--- config.mk ---
export PLATFORM = sky130hd
export DESIGN_NAME = voice_line_command_decoder_flat
export DESIGN_NICKNAME = d
export VERILOG_FILES = /design/src/hw/rtl/lvcd_pkg.sv /design/src/hw/rtl/lvcd_if.sv /design/src/hw/rtl/voice_line_command_decoder.sv /design/src/hw/rtl/lvcd_line_match.sv /design/src/hw/rtl/lvcd_cmd_exec.sv /design/src/flat_wrapper.sv
export SDC_FILE = /design/constraint.sdc
export NUM_CORES = 1
export LEC_CHECK = 0
export ABC_CLOCK_PERIOD_IN_PS = 4300
export BUFFER_PORTS_ARGS = -buffer_cell sky130_fd_sc_hd__clkbuf_2
export CAP_MARGIN = 0
export CELL_PAD_IN_SITES_DETAIL_PLACEMENT = 0
export CELL_PAD_IN_SITES_GLOBAL_PLACEMENT = 1
export CORE_MARGIN = 4
export CORE_UTILIZATION = 49
export DETAILED_ROUTE_END_ITERATION = 12
export GPL_TIMING_DRIVEN = 1
export PLACE_DENSITY = 0.79
export REMOVE_ABC_BUFFERS = 1
export SLEW_MARGIN = 20
export SYNTH_ARGS = -nofsm -noshare
export SYNTH_HDL_FRONTEND = slang
export SYNTH_SLANG_ARGS = --single-unit
export TNS_END_PERCENT = 30
--- constraint.sdc ---
create_clock -name clk -period 4.3 [get_ports clk]
set_input_delay 0 -clock clk [delete_from_list [all_inputs] [get_ports clk]]
set_output_delay 0 -clock clk [all_outputs]
set_load 0.05 [all_outputs]
--- src/hw/rtl/lvcd_pkg.sv ---
// Shared types, command tables and codes of the voice line command decoder.
// No dependencies.
`timescale 1ns / 1ps
`default_nettype none
package lvcd_pkg;

	localparam int LINE_CAPACITY_DEF = 32;
	localparam int CMD_COUNT         = 9;
	localparam int CMD_MAX           = 8;
	localparam int LANE_COUNT        = 4;

	localparam logic [7:0] PENDING_LIMIT_RESET = 8'd250;

	localparam logic [7:0] CHAR_NL    = 8'h0A;
	localparam logic [7:0] CHAR_CR    = 8'h0D;
	localparam logic [7:0] CHAR_UPPER_S = 8'h53;
	localparam logic [7:0] CHAR_LOWER_S = 8'h73;

	typedef enum logic [2:0] {
		FUNC_BYTE          = 3'd0,
		FUNC_TAKE_STEP     = 3'd1,
		FUNC_TAKE_REC_START = 3'd2,
		FUNC_TAKE_REC_END  = 3'd3,
		FUNC_TAKE_PLAY     = 3'd4,
		FUNC_CLEAR_EXTEND  = 3'd5
	} func_t;

	typedef enum logic [3:0] {
		CMD_UNCON   = 4'd0,
		CMD_CON     = 4'd1,
		CMD_GRIP    = 4'd2,
		CMD_RELEASE = 4'd3,
		CMD_FOR     = 4'd4,
		CMD_COM     = 4'd5,
		CMD_REC     = 4'd6,
		CMD_END     = 4'd7,
		CMD_PLAY    = 4'd8,
		CMD_NONE    = 4'd9
	} cmd_t;

	localparam logic [7:0] CMD_TEXT [CMD_COUNT][CMD_MAX] = '{
		'{8'h55, 8'h6E, 8'h43, 8'h6F, 8'h6E, 8'h0A, 8'h00, 8'h00},
		'{8'h43, 8'h6F, 8'h6E, 8'h0A, 8'h00, 8'h00, 8'h00, 8'h00},
		'{8'h47, 8'h52, 8'h49, 8'h50, 8'h0A, 8'h00, 8'h00, 8'h00},
		'{8'h52, 8'h45, 8'h4C, 8'h45, 8'h41, 8'h53, 8'h45, 8'h0A},
		'{8'h66, 8'h6F, 8'h72, 8'h0A, 8'h00, 8'h00, 8'h00, 8'h00},
		'{8'h43, 8'h6F, 8'h6D, 8'h0A, 8'h00, 8'h00, 8'h00, 8'h00},
		'{8'h52, 8'h65, 8'h63, 8'h0A, 8'h00, 8'h00, 8'h00, 8'h00},
		'{8'h45, 8'h6E, 8'h64, 8'h0A, 8'h00, 8'h00, 8'h00, 8'h00},
		'{8'h50, 8'h6C, 8'h61, 8'h79, 8'h0A, 8'h00, 8'h00, 8'h00}
	};

	localparam logic [3:0] CMD_LEN [CMD_COUNT] = '{
		4'd6, 4'd4, 4'd5, 4'd8, 4'd4, 4'd4, 4'd4, 4'd4, 4'd5
	};

	typedef struct packed {
		logic estop;
		cmd_t hit;
	} line_evt_t;

	typedef struct packed {
		logic emergency_stop;
		logic grip_pulse;
		logic release_pulse;
		logic granted;
		logic wireless_lock;
		logic extend_mode;
		logic recording;
		logic playing;
	} result_t;

endpackage
`default_nettype wire

--- src/hw/rtl/lvcd_if.sv ---
// Input and result channels of the voice line command decoder.
// No dependencies.
`timescale 1ns / 1ps
`default_nettype none
interface lvcd_in_if;
	logic       valid;
	logic       ready;
	logic [2:0] func;
	logic [7:0] data_byte;

	modport source (output valid, output func, output data_byte, input ready);
	modport sink (input valid, input func, input data_byte, output ready);
endinterface

interface lvcd_out_if;
	logic valid;
	logic ready;
	logic emergency_stop;
	logic grip_pulse;
	logic release_pulse;
	logic granted;
	logic wireless_lock;
	logic extend_mode;
	logic recording;
	logic playing;

	modport source (output valid, output emergency_stop, output grip_pulse,
		output release_pulse, output granted, output wireless_lock,
		output extend_mode, output recording, output playing, input ready);
	modport sink (input valid, input emergency_stop, input grip_pulse,
		input release_pulse, input granted, input wireless_lock,
		input extend_mode, input recording, input playing, output ready);
endinterface
`default_nettype wire

--- src/hw/rtl/voice_line_command_decoder.sv ---
// Top level of the voice line command decoder: input register, decode, result register.
// Depends on lvcd_pkg, lvcd_if, lvcd_line_match, lvcd_cmd_exec.
// The decoder takes one item per clock cycle unless the result side stalls it, and returns
// exactly one result item for each from the output register. An item is held in
// the input register, decoded in a single pass of line match and flag/counter update,
// and the result lands in the output register; both registers advance together under
// result-side backpressure. The pending limit register may be written while idle.
`timescale 1ns / 1ps
`default_nettype none
module voice_line_command_decoder #(
	parameter int LINE_CAPACITY = lvcd_pkg::LINE_CAPACITY_DEF
) (
	input  wire logic       clk,
	input  wire logic       arst_n,
	lvcd_in_if.sink         in_ch,
	lvcd_out_if.source      out_ch,
	input  wire logic       cfg_we,
	input  wire logic [7:0] cfg_wdata
);
	logic              valid_s1, valid_s2;
	logic [2:0]        func_s1;
	logic [7:0]        byte_s1;
	logic [7:0]        limit_q;
	logic              adv_s2, adv_s1, is_byte;
	lvcd_pkg::line_evt_t evt;
	lvcd_pkg::result_t   res, res_s2;

	assign adv_s2      = !valid_s2 || out_ch.ready;
	assign adv_s1      = valid_s1 && adv_s2;
	assign in_ch.ready = !valid_s1 || adv_s2;
	assign is_byte     = (lvcd_pkg::func_t'(func_s1) == lvcd_pkg::FUNC_BYTE);

	always_ff @(posedge clk or negedge arst_n) begin
		if (!arst_n) begin
			limit_q <= lvcd_pkg::PENDING_LIMIT_RESET;
		end else if (cfg_we) begin
			limit_q <= cfg_wdata;
		end
	end

	always_ff @(posedge clk or negedge arst_n) begin
		if (!arst_n) begin
			valid_s1 <= 1'b0;
		end else if (in_ch.ready) begin
			valid_s1 <= in_ch.valid;
		end
	end

	always_ff @(posedge clk) begin
		if (in_ch.ready && in_ch.valid) begin
			func_s1 <= in_ch.func;
			byte_s1 <= in_ch.data_byte;
		end
	end

	lvcd_line_match #(
		.LINE_CAPACITY(LINE_CAPACITY)
	) u_match (
		.clk       (clk),
		.arst_n    (arst_n),
		.advance   (adv_s1),
		.is_byte   (is_byte),
		.data_byte (byte_s1),
		.evt       (evt)
	);

	lvcd_cmd_exec u_exec (
		.clk           (clk),
		.arst_n        (arst_n),
		.advance       (adv_s1),
		.func          (func_s1),
		.evt           (evt),
		.pending_limit (limit_q),
		.res           (res)
	);

	always_ff @(posedge clk or negedge arst_n) begin
		if (!arst_n) begin
			valid_s2 <= 1'b0;
		end else if (adv_s2) begin
			valid_s2 <= valid_s1;
		end
	end

	always_ff @(posedge clk) begin
		if (adv_s1) begin
			res_s2 <= res;
		end
	end

	assign out_ch.valid          = valid_s2;
	assign out_ch.emergency_stop = res_s2.emergency_stop;
	assign out_ch.grip_pulse     = res_s2.grip_pulse;
	assign out_ch.release_pulse  = res_s2.release_pulse;
	assign out_ch.granted        = res_s2.granted;
	assign out_ch.wireless_lock  = res_s2.wireless_lock;
	assign out_ch.extend_mode    = res_s2.extend_mode;
	assign out_ch.recording      = res_s2.recording;
	assign out_ch.playing        = res_s2.playing;
endmodule
`default_nettype wire

--- src/hw/rtl/lvcd_line_match.sv ---
// Line assembly and incremental command match; keeps previous byte, length, candidates.
// Depends on lvcd_pkg.
`timescale 1ns / 1ps
`default_nettype none
module lvcd_line_match #(
	parameter int LINE_CAPACITY = lvcd_pkg::LINE_CAPACITY_DEF
) (
	input  wire logic              clk,
	input  wire logic              arst_n,
	input  wire logic              advance,
	input  wire logic              is_byte,
	input  wire logic [7:0]        data_byte,
	output lvcd_pkg::line_evt_t    evt
);
	localparam int LEN_W = $clog2(LINE_CAPACITY);
	localparam int CW    = LEN_W + 1;
	localparam logic [LEN_W-1:0] LEN_LAST = LEN_W'(LINE_CAPACITY - 1);

	logic [7:0]                       prev_byte_q;
	logic [LEN_W-1:0]                 line_len_q;
	logic [lvcd_pkg::CMD_COUNT-1:0]   cand_q;
	logic [lvcd_pkg::CMD_COUNT-1:0]   cand_d;
	logic [LEN_W-1:0]                 line_len_d;
	logic [lvcd_pkg::CMD_COUNT-1:0]   len_fit;
	logic [lvcd_pkg::CMD_COUNT-1:0]   char_ok;
	logic                             is_nl;
	logic                             is_cr;
	logic                             full;

	assign is_nl = (data_byte == lvcd_pkg::CHAR_NL);
	assign is_cr = (data_byte == lvcd_pkg::CHAR_CR);
	assign full  = (line_len_q == LEN_LAST);

	always_comb begin
		for (int k = 0; k < lvcd_pkg::CMD_COUNT; k++) begin
			len_fit[k] = (CW'(lvcd_pkg::CMD_LEN[k]) == CW'(line_len_q) + CW'(1));
			char_ok[k] = (CW'(line_len_q) < CW'(lvcd_pkg::CMD_LEN[k])) &&
				(lvcd_pkg::CMD_TEXT[k][line_len_q[2:0]] == data_byte);
		end
	end

	always_comb begin
		evt.estop = is_byte && is_nl && ((prev_byte_q == lvcd_pkg::CHAR_UPPER_S) ||
			(prev_byte_q == lvcd_pkg::CHAR_LOWER_S));
		evt.hit = lvcd_pkg::CMD_NONE;
		if (is_byte && is_nl && !full) begin
			for (int k = lvcd_pkg::CMD_COUNT - 1; k >= 0; k--) begin
				if (cand_q[k] && len_fit[k]) begin
					evt.hit = lvcd_pkg::cmd_t'(k);
				end
			end
		end
	end

	always_comb begin
		cand_d     = cand_q;
		line_len_d = line_len_q;
		if (is_nl) begin
			cand_d     = '1;
			line_len_d = '0;
		end else if (!is_cr) begin
			if (full) begin
				cand_d = '0;
			end else begin
				cand_d     = cand_q & char_ok;
				line_len_d = line_len_q + LEN_W'(1);
			end
		end
	end

	always_ff @(posedge clk or negedge arst_n) begin
		if (!arst_n) begin
			prev_byte_q <= '0;
			line_len_q  <= '0;
			cand_q      <= '1;
		end else if (advance && is_byte) begin
			prev_byte_q <= data_byte;
			line_len_q  <= line_len_d;
			cand_q      <= cand_d;
		end
	end
endmodule
`default_nettype wire

--- src/hw/rtl/lvcd_cmd_exec.sv ---
// Command execution: lock and mode flags, four saturating pending counters.
// Depends on lvcd_pkg.
`timescale 1ns / 1ps
`default_nettype none
module lvcd_cmd_exec (
	input  wire logic                clk,
	input  wire logic                arst_n,
	input  wire logic                advance,
	input  wire logic [2:0]          func,
	input  wire lvcd_pkg::line_evt_t evt,
	input  wire logic [7:0]          pending_limit,
	output lvcd_pkg::result_t        res
);
	logic       lock_q, extend_q, record_q, play_q;
	logic       lock_d, extend_d, record_d, play_d;
	logic [7:0] pend_q [lvcd_pkg::LANE_COUNT];
	logic [7:0] pend_d [lvcd_pkg::LANE_COUNT];
	logic [lvcd_pkg::LANE_COUNT-1:0] take;
	logic [lvcd_pkg::LANE_COUNT-1:0] bump;
	logic [lvcd_pkg::LANE_COUNT-1:0] dec;
	logic       grip, rel, clr_step;
	lvcd_pkg::cmd_t act;

	// drop every line command but the lock changes while locked
	assign act = (lock_q && evt.hit != lvcd_pkg::CMD_UNCON && evt.hit != lvcd_pkg::CMD_CON)
		? lvcd_pkg::CMD_NONE : evt.hit;

	always_comb begin
		lock_d   = lock_q;
		extend_d = extend_q;
		record_d = record_q;
		play_d   = play_q;
		grip     = 1'b0;
		rel      = 1'b0;
		clr_step = 1'b0;
		bump     = '0;
		unique case (act)
			lvcd_pkg::CMD_UNCON:   lock_d = 1'b1;
			lvcd_pkg::CMD_CON:     lock_d = 1'b0;
			lvcd_pkg::CMD_GRIP:    grip = 1'b1;
			lvcd_pkg::CMD_RELEASE: rel = 1'b1;
			lvcd_pkg::CMD_FOR: begin
				extend_d = 1'b1;
				bump[0]  = 1'b1;
			end
			lvcd_pkg::CMD_COM: begin
				extend_d = 1'b0;
				clr_step = 1'b1;
			end
			lvcd_pkg::CMD_REC: begin
				play_d   = 1'b0;
				record_d = 1'b1;
				bump[1]  = 1'b1;
			end
			lvcd_pkg::CMD_END: begin
				record_d = 1'b0;
				bump[2]  = 1'b1;
			end
			lvcd_pkg::CMD_PLAY: begin
				record_d = 1'b0;
				play_d   = 1'b1;
				bump[3]  = 1'b1;
			end
			default: ;
		endcase
		take = '0;
		unique case (lvcd_pkg::func_t'(func))
			lvcd_pkg::FUNC_TAKE_STEP:      take[0] = 1'b1;
			lvcd_pkg::FUNC_TAKE_REC_START: take[1] = 1'b1;
			lvcd_pkg::FUNC_TAKE_REC_END:   take[2] = 1'b1;
			lvcd_pkg::FUNC_TAKE_PLAY:      take[3] = 1'b1;
			lvcd_pkg::FUNC_CLEAR_EXTEND: begin
				extend_d = 1'b0;
				clr_step = 1'b1;
			end
			default: ;
		endcase
	end

	always_comb begin
		for (int i = 0; i < lvcd_pkg::LANE_COUNT; i++) begin
			dec[i]    = take[i] && (pend_q[i] != 8'd0);
			pend_d[i] = pend_q[i];
			if (dec[i]) begin
				pend_d[i] = pend_q[i] - 8'd1;
			end else if (bump[i] && (pend_q[i] < pending_limit)) begin
				pend_d[i] = pend_q[i] + 8'd1;
			end
		end
		if (clr_step) begin
			pend_d[0] = 8'd0;
		end
	end

	always_comb begin
		res.emergency_stop = evt.estop;
		res.grip_pulse     = grip;
		res.release_pulse  = rel;
		res.granted        = |dec;
		res.wireless_lock  = lock_d;
		res.extend_mode    = extend_d;
		res.recording      = record_d;
		res.playing        = play_d;
	end

	always_ff @(posedge clk or negedge arst_n) begin
		if (!arst_n) begin
			lock_q   <= 1'b0;
			extend_q <= 1'b0;
			record_q <= 1'b0;
			play_q   <= 1'b0;
			for (int i = 0; i < lvcd_pkg::LANE_COUNT; i++) begin
				pend_q[i] <= 8'd0;
			end
		end else if (advance) begin
			lock_q   <= lock_d;
			extend_q <= extend_d;
			record_q <= record_d;
			play_q   <= play_d;
			for (int i = 0; i < lvcd_pkg::LANE_COUNT; i++) begin
				pend_q[i] <= pend_d[i];
			end
		end
	end
endmodule
`default_nettype wire
--- src/flat_wrapper.sv ---
// flat-port wrapper written by rule: the top's interface ports become plain ports
module voice_line_command_decoder_flat 
#(
	parameter int LINE_CAPACITY = lvcd_pkg::LINE_CAPACITY_DEF
)
  (clk, arst_n, cfg_we, cfg_wdata, in_ch_valid, in_ch_func, in_ch_data_byte, in_ch_ready, out_ch_valid, out_ch_emergency_stop, out_ch_grip_pulse, out_ch_release_pulse, out_ch_granted, out_ch_wireless_lock, out_ch_extend_mode, out_ch_recording, out_ch_playing, out_ch_ready);
  lvcd_in_if in_ch_i ();
  lvcd_out_if out_ch_i ();
  input  wire logic clk;
  input  wire logic arst_n;
  input  wire logic cfg_we;
  input  wire logic [7:0] cfg_wdata;
  input wire logic [$bits(in_ch_i.valid)-1:0] in_ch_valid;
  input wire logic [$bits(in_ch_i.func)-1:0] in_ch_func;
  input wire logic [$bits(in_ch_i.data_byte)-1:0] in_ch_data_byte;
  output wire logic [$bits(in_ch_i.ready)-1:0] in_ch_ready;
  output wire logic [$bits(out_ch_i.valid)-1:0] out_ch_valid;
  output wire logic [$bits(out_ch_i.emergency_stop)-1:0] out_ch_emergency_stop;
  output wire logic [$bits(out_ch_i.grip_pulse)-1:0] out_ch_grip_pulse;
  output wire logic [$bits(out_ch_i.release_pulse)-1:0] out_ch_release_pulse;
  output wire logic [$bits(out_ch_i.granted)-1:0] out_ch_granted;
  output wire logic [$bits(out_ch_i.wireless_lock)-1:0] out_ch_wireless_lock;
  output wire logic [$bits(out_ch_i.extend_mode)-1:0] out_ch_extend_mode;
  output wire logic [$bits(out_ch_i.recording)-1:0] out_ch_recording;
  output wire logic [$bits(out_ch_i.playing)-1:0] out_ch_playing;
  input wire logic [$bits(out_ch_i.ready)-1:0] out_ch_ready;
  assign in_ch_i.valid = in_ch_valid;
  assign in_ch_i.func = in_ch_func;
  assign in_ch_i.data_byte = in_ch_data_byte;
  assign in_ch_ready = in_ch_i.ready;
  assign out_ch_valid = out_ch_i.valid;
  assign out_ch_emergency_stop = out_ch_i.emergency_stop;
  assign out_ch_grip_pulse = out_ch_i.grip_pulse;
  assign out_ch_release_pulse = out_ch_i.release_pulse;
  assign out_ch_granted = out_ch_i.granted;
  assign out_ch_wireless_lock = out_ch_i.wireless_lock;
  assign out_ch_extend_mode = out_ch_i.extend_mode;
  assign out_ch_recording = out_ch_i.recording;
  assign out_ch_playing = out_ch_i.playing;
  assign out_ch_i.ready = out_ch_ready;
  voice_line_command_decoder #(.LINE_CAPACITY(LINE_CAPACITY)) u_core (.clk(clk), .arst_n(arst_n), .in_ch(in_ch_i), .out_ch(out_ch_i), .cfg_we(cfg_we), .cfg_wdata(cfg_wdata));
endmodule
Word level (Yosys, flattened, before mapping)
Memories as Yosys holds them, arrays and structs flattened.
Index checks and enable logic that the tools add are counted.
Storage, ports and cells
  register bits: 87
  ROM bits: 576
  input bits: 24
  output and inout port bits: 10
  word-level logic and storage cells: 208
  memories kept: 9
Memories
  (no name shown): depth 8, width 8, rd ports 1, clocked after memory_dff 0, wr ports 0, RTL line lvcd_line_match.sv:38  | (lvcd_pkg::CMD_TEXT[k][line_len_q[2:0]] == data_byte);
  (no name shown): depth 8, width 8, rd ports 1, clocked after memory_dff 0, wr ports 0, RTL line lvcd_line_match.sv:38
  (no name shown): depth 8, width 8, rd ports 1, clocked after memory_dff 0, wr ports 0, RTL line lvcd_line_match.sv:38
  (no name shown): depth 8, width 8, rd ports 1, clocked after memory_dff 0, wr ports 0, RTL line lvcd_line_match.sv:38
  (no name shown): depth 8, width 8, rd ports 1, clocked after memory_dff 0, wr ports 0, RTL line lvcd_line_match.sv:38
  (no name shown): depth 8, width 8, rd ports 1, clocked after memory_dff 0, wr ports 0, RTL line lvcd_line_match.sv:38
  3 more memories
Operators by class
  add/sub/neg operators: 10
  $lt $le $gt $ge: 9
  equality and inequality tests: 34
  mux-type cells: 61
  bitwise operators: 2
  reductions and logical operators: 59
Operator list (number)
  2-to-1 mux 8 bit: 27
  equality test 8 bit: 9
  2-to-1 mux 4 bit: 10
  logical AND 1 bit: 34
  adder 8 x 1 -> 8 bit (second input constant): 4
  less-than comparator 8 bit: 4
  nonzero test 8 bit: 4
  subtractor 8 x 1 -> 8 bit (second input constant): 4
  2-to-1 mux 9 bit: 3
  equality test 3 x 6 -> 1 bit (first input constant): 3
  equality test 4 x 3 -> 1 bit (second input constant): 4
  equality test 8 x 4 -> 1 bit (second input constant): 2
  equality test 8 x 7 -> 1 bit (second input constant): 2
  less-than comparator 5 x 3 -> 1 bit (second input constant): 3
  2-to-1 mux 5 bit: 3
  2-to-1 mux 1 bit: 14
  AND reduction 2 bit: 5
  bitwise AND 9 bit: 1
  equality test 4 x 2 -> 1 bit (second input constant): 2
  one-hot mux 1 bit (2 select lines): 4
  adder 5 x 1 -> 6 bit (second input constant): 1
  equality test 3 x 2 -> 1 bit (second input constant): 2
  equality test 3 bit (second input constant): 2
  equality test 4 x 6 -> 1 bit (first input constant): 1
  20 further kinds: 27

Depth between registers and ports, before layout
  word-level depth: 23
  gate-level depth with buffers: 12
  gate-level depth less buffers: 12

Modules after synthesis
From an unflattened synthesis, not the netlist that was laid out.
Second synthesis, totals
  cell total of the unflattened synthesis: 702
  area total of the unflattened synthesis: 6568.8 um2
By module, submodules not included
  lvcd_cmd_exec: times used 1, cells an instance 386, area an instance 3418.3 um2, seq. area each 900.9 um2
  lvcd_line_match: times used 1, cells an instance 271, area an instance 2147.1 um2, seq. area each 536.8 um2
  voice_line_command_decoder: times used 1, cells an instance 45, area an instance 1003.5 um2, seq. area each 828.3 um2

Worst setup path before layout
OpenSTA, ideal clock, no wires.
  kind: register to register
  from: reg u_core.u_match.line_len_q[2]
  to: reg u_core.u_exec.pend_q[18] (netlist bit)
  setup time: 0.125 ns
  data arrival time: 3.462 ns
  data required time: 4.175 ns
  setup slack: 0.713 ns
  cell stages (with the launch flop): 12
  path buffers: 2
  period minus slack after synthesis: 3.587 ns
  cells stage by stage: dfrtp_1 clkbuf_1 clkbuf_1 and3_1 ha_1 and4bb_2 mux2i_1 or4_4 nor4_4 nand3_2 a21oi_4 mux2_2
On the way
  longest elaborated chain between the ends: 22
  elaborated cells between the ends (all ways): 37
  classes of those cells: 1 x add/sub; 7 x eq/ne; 12 x mux; 17 x reduce/logical
Ends and longest elaborated chain
  from (decl): RTL line lvcd_line_match.sv:20  | logic [LEN_W-1:0] line_len_q;
  from (signal assigned): RTL line lvcd_line_match.sv:78  | line_len_q <= line_len_d;
  adder 5 x 1 -> 6 bit: RTL line lvcd_line_match.sv:36  | len_fit[k] = (CW'(lvcd_pkg::CMD_LEN[k]) == CW'(line_len_q) + CW'(1));
  equality test 3 x 6 -> 1 bit: RTL line lvcd_line_match.sv:36
  logical AND 1 bit: RTL line lvcd_line_match.sv:48  | if (cand_q[k] && len_fit[k]) begin
  2-to-1 mux 1 bit: RTL line lvcd_line_match.sv:48
  2-to-1 mux 4 bit (8 in series): RTL line lvcd_line_match.sv:48
  2-to-1 mux 4 bit *: RTL line lvcd_line_match.sv:46  | if (is_byte && is_nl && !full) begin
  nonzero test 4 bit: RTL line lvcd_cmd_exec.sv:25  | assign act = (lock_q && evt.hit != lvcd_pkg::CMD_UNCON && evt.hit != lvcd_pkg::CMD_CON)
  logical AND 1 bit (2 in series): RTL line lvcd_cmd_exec.sv:25
  2-to-1 mux 4 bit *: RTL line lvcd_cmd_exec.sv:26  | ? lvcd_pkg::CMD_NONE : evt.hit;
  equality test 4 x 3 -> 1 bit *: RTL line lvcd_cmd_exec.sv:37  | unique case (act)
  2-to-1 mux 1 bit *: RTL line lvcd_cmd_exec.sv:37
  logical AND 1 bit *: RTL line lvcd_cmd_exec.sv:86  | end else if (bump[i] && (pend_q[i] < pending_limit)) begin
  nonzero test 2 bit (no line) *
  AND reduction 2 bit (no line) *
  to (signal, indexed assignment): RTL line lvcd_cmd_exec.sv:121  | pend_q[i] <= pend_d[i];
  to (decl): RTL line lvcd_cmd_exec.sv:16  | logic [7:0] pend_q [lvcd_pkg::LANE_COUNT];
Mark *: on every way between the ends. The rest lies on a longest branch, timed or not.
A chain may end at the register's enable or synchronous reset.

Worst setup path after layout
  from: reg u_core.u_match.line_len_q[0]
  to: reg u_core.u_exec.pend_q[29] (netlist bit)
On the way
  longest elaborated chain between the ends: 22
  elaborated cells between the ends (all ways): 41
  classes of those cells: 1 x add/sub; 8 x eq/ne; 15 x mux; 17 x reduce/logical
Ends and longest elaborated chain (RTL line)
  adder 5 x 1 -> 6 bit: lvcd_line_match.sv:36
  equality test 3 x 6 -> 1 bit: lvcd_line_match.sv:36
  logical AND 1 bit: lvcd_line_match.sv:48
  2-to-1 mux 1 bit: lvcd_line_match.sv:48
  2-to-1 mux 4 bit (8 in series): lvcd_line_match.sv:48
  2-to-1 mux 4 bit *: lvcd_line_match.sv:46
  nonzero test 4 bit: lvcd_cmd_exec.sv:25
  logical AND 1 bit (2 in series): lvcd_cmd_exec.sv:25
  2-to-1 mux 4 bit *: lvcd_cmd_exec.sv:26
  equality test 4 x 3 -> 1 bit: lvcd_cmd_exec.sv:37
  2-to-1 mux 1 bit: lvcd_cmd_exec.sv:37
  2-to-1 mux 1 bit or logical AND 1 bit (tied branches): lvcd_cmd_exec.sv:67, lvcd_cmd_exec.sv:86
  nonzero test 3 bit (no line)
  AND reduction 2 bit (no line)
Marked as above.

==> qor.yml <==
status: "complete, no violations"
grt_pass1_vias: 5421
synth.cell_area_sq_mm: 0.00654
fillers: 1121
diodes: 0
cts_num_sinks: 86
cts_tree: "built"
yosysMostFrequentCell: "ha_1"
yosys_warnings: 0
power_density_mw_per_mm2: 548
detailed_place.area_sq_mm: 0.00688
gr-total-overflow: 0
ys_seq_elements: 86
cts_resized: 0
rows: 41
clock_latency_ns: 0.36
cts.path.max_buffers: 2
netlist_instances: 697
post_cts_buffers: 0
r2r-start: "u_core.u_match.line_len_q[0]"
die_w_um: 124
finalNetCount: 840
yosys.area_share.simple_pct: 17.5
synthFlopType: "dfrtp_1"
fin_crit_sh_pct: 85.9
synth_edf_count: 19
core_area_sq_mm: 0.0128
syn2layout_area_growth_pct: 13.7
drc: 0
async_flop_share_pct: 77.9
hp-class: "in2reg"
finalSetupViolCount: 0
via_per_inst: 5.89
synthTopCellsByCount: "ha_1 (64), nand2_1 (56), dfrtp_1 (52)"
finClkSkew_ns: 0.0107
path_common_cell: "ha_1"
cp.required_ns: 4.53
slowest_stage: "or4_4"
ys_types: 72
yosys-top-cells-area: "dfrtp_1 (20%), ha_1 (12%), edfxtp_1 (8.7%), dfstp_2 (6.0%), mux2_2 (4.8%)"
synth_fa_ha_area_share_pct: 13.5
vdd_drop_max_uv: 295
slew_headroom_pct: 44.9
muxShareOfSynthArea_pct: 5.74
path_max_fanout: 11
drt_iter0_markers: 334
synth_top_area_share_pct: 19.9
place_congestion: 0.906
layout-drive-gt1-share_pct: 15.3
rsz0062_at_grt: "no"
crit_type: "reg2reg"
ctsHtreeMaxLevel: 3
cts_made_buffers: 9
drtAntennaViolNets: 0
crit_arrival_ns: 3.93
whs_path_depth: 2
dieArea_sq_mm: 0.0153
fmax_mhz: 271
period_minus_slack_ns: 3.69
grt_max_degree: 65
ctsRootBufferMaster: "clkbuf_16"
synth-xor-area-share_pct: 5.89
finalSetupTns_ns: 0
io_pins: 34
clk_pin_slew_ns: 0.06
finalHoldViolCount: 0
ys_seq_area_share_pct: 34.6
drtPass1Iterations: 5
die_y_um: 124
initial_core_util_pct: 51.0
synth_compound_area_share_pct: 19.0
r2r_end: "u_core.u_exec.pend_q[29]"
leakagePower_nw: 3.24
crit_end: "u_core.u_exec.pend_q[29]"
path_cells: "ha_1, and3_1, ha_1, and4bb_2, mux2i_1, or4_4, nor4_2, o2bb2ai_1, and3b_1, mux2_2"
slew_viol_final: 0
yosys.area.top_type: "dfrtp_1"
endpoint_kind: "flip-flop"
synth_top_family_by_area: "compound AO/OA/AOI/OAI gates"
cap_violations: 0
post_drt_wl_per_cell_um: 17.9
startpoint_type: "flip-flop"
via_count: 5450
reg2reg_depth: 10
synth.avg_cell_area_sq_um: 9.38
drt-total-wl_um: 16600
port-buffer-count: 33
final_area_sq_mm: 0.00744
antenna_found_initial: 0
cpPeakStageDelay_ns: 0.62
worst_pin_slew_ns: 0.827
crit_path_start: "u_core.u_match.line_len_q[0]"
grt_pass1_wl_um: 27500
dpl.hpwl_um: 12300
r2r_slack_ns: 0.61
grtUsageTotal_pct: 23.0
state kept, by name, summed over array words and instances (netlist names):
| signal | flops |
|---|---|
| u_core.byte_s1 | 8 |
| u_core.func_s1 | 3 |
| u_core.limit_q | 8 |
| u_core.out_ch.emergency_stop | 1 |
| u_core.out_ch.extend_mode | 1 |
| u_core.out_ch.granted | 1 |
| u_core.out_ch.grip_pulse | 1 |
| u_core.out_ch.playing | 1 |
| u_core.out_ch.recording | 1 |
| u_core.out_ch.release_pulse | 1 |
| u_core.out_ch.valid | 1 |
| u_core.out_ch.wireless_lock | 1 |
| u_core.u_exec.extend_q | 1 |
| u_core.u_exec.lock_q | 1 |
| u_core.u_exec.pend_q | 32 |
| u_core.u_exec.play_q | 1 |
| u_core.u_exec.record_q | 1 |
| u_core.u_match.cand_q | 9 |
| u_core.u_match.line_len_q | 5 |
| u_core.u_match.prev_byte_q | 7 |
| u_core.valid_s1 | 1 |
layout by cell type (no fill, tap or decap), drive strengths merged, types with 15 or more instances in the layout:
cell type,count
a21o,18
a21oi,37
clkbuf,41
dfrtp,52
dfstp,15
dlygate4sd3,25
edfxtp,19
ha,64
inv,37
mux2,28
nand2,56
nand3,19
nor2,52
nor4,19
o21ai,49
xnor2,26
xor2,18
area by class of cell:
| type | count | area (sq um) | share of cell area, % |
|---|---|---|---|
| Inverter | 35 | 131 | 1.77 |
| Tap cell | 172 | 215 | 2.89 |
| Sequential cell | 86 | 2270 | 30.5 |
| Clock inverter | 7 | 80.1 | 1.08 |
| Multi-Input combinational cell | 548 | 4030 | 54.2 |
| Clock buffer | 9 | 225 | 3.03 |
| Timing Repair Buffer | 68 | 490 | 6.60 |
layer usage:
metal  global-route usage [%]  up-vias  share of wire, %
li1                         -     2678                 -
met1                     28.3     2599                43
met2                     40.5      139                50
met3                     3.89       34               4.5
met4                     7.96        0               2.4
met5                        0        -                 0
worst max-delay path: cells and delay by family, from the launching register on:
family | cells | cell delay, ns
compound gates | 1 | 0.40
fa+ha+maj | 2 | 0.63
flops | 1 | 0.38
mux | 2 | 0.40
simple gates | 5 | 1.78
through the flow:
stage          util, %  power (mW)  setup WS (ns)  cells  hold WS, ns
2_1_floorplan        -        2.73          0.608    669       -0.296
3_3_place_gp      53.6        3.15          0.730    884       -0.200
3_5_place_dp      53.6        3.25          0.630    884       -0.197
4_1_cts           58.0        4.08          0.596    925     0.000740
5_1_grt           58.0        4.40          0.423    925       0.0326
6_report          58.0        4.08          0.607    925      0.00869
how the worst min path moves through the flow:
| stage | from | endpoint | slack (ns) |
|---|---|---|---|
| 2_1_floorplan | arst_n | u_core.limit_q[0] | -0.30 |
| 3_3_place_gp | arst_n | u_core.limit_q[2] | -0.20 |
| 3_5_place_dp | arst_n | u_core.limit_q[2] | -0.20 |
| 4_1_cts | cfg_we | u_core.limit_q[3] | 0.0007 |
| 5_1_grt | cfg_we | u_core.limit_q[3] | 0.03 |
| 6_report | cfg_we | u_core.limit_q[5] | 0.009 |
what timing repair did:
action / in CTS / in global routing
endpoints found under the hold margin: 74 / 0
endpoints found under the setup margin: 0 / 0
hold buffers: 25 / 0
power by group:
group	internal (mW)	switching (mW)	leakage [nW]	total [mW]
clock network	0.458	0.343	0.150	0.802
logic	0.882	1.11	2.11	1.99
registers	1.04	0.247	0.974	1.29
total	2.38	1.70	3.24	4.08
kinds of logic (layout without fill, tap and decap cells):
| group | Yosys count | after routing |
|---|---|---|
| buffers and inverters | 63 | 119 |
| AO/OA/AOI/OAI | 186 | 186 |
| XOR/XNOR | 44 | 44 |
| multiplexers | 34 | 34 |
| adder cells (fa/ha/maj) | 68 | 68 |
| AND/OR/NAND/NOR | 216 | 216 |
| flip-flops | 86 | 86 |
Power figures use the tool's default switching activity.
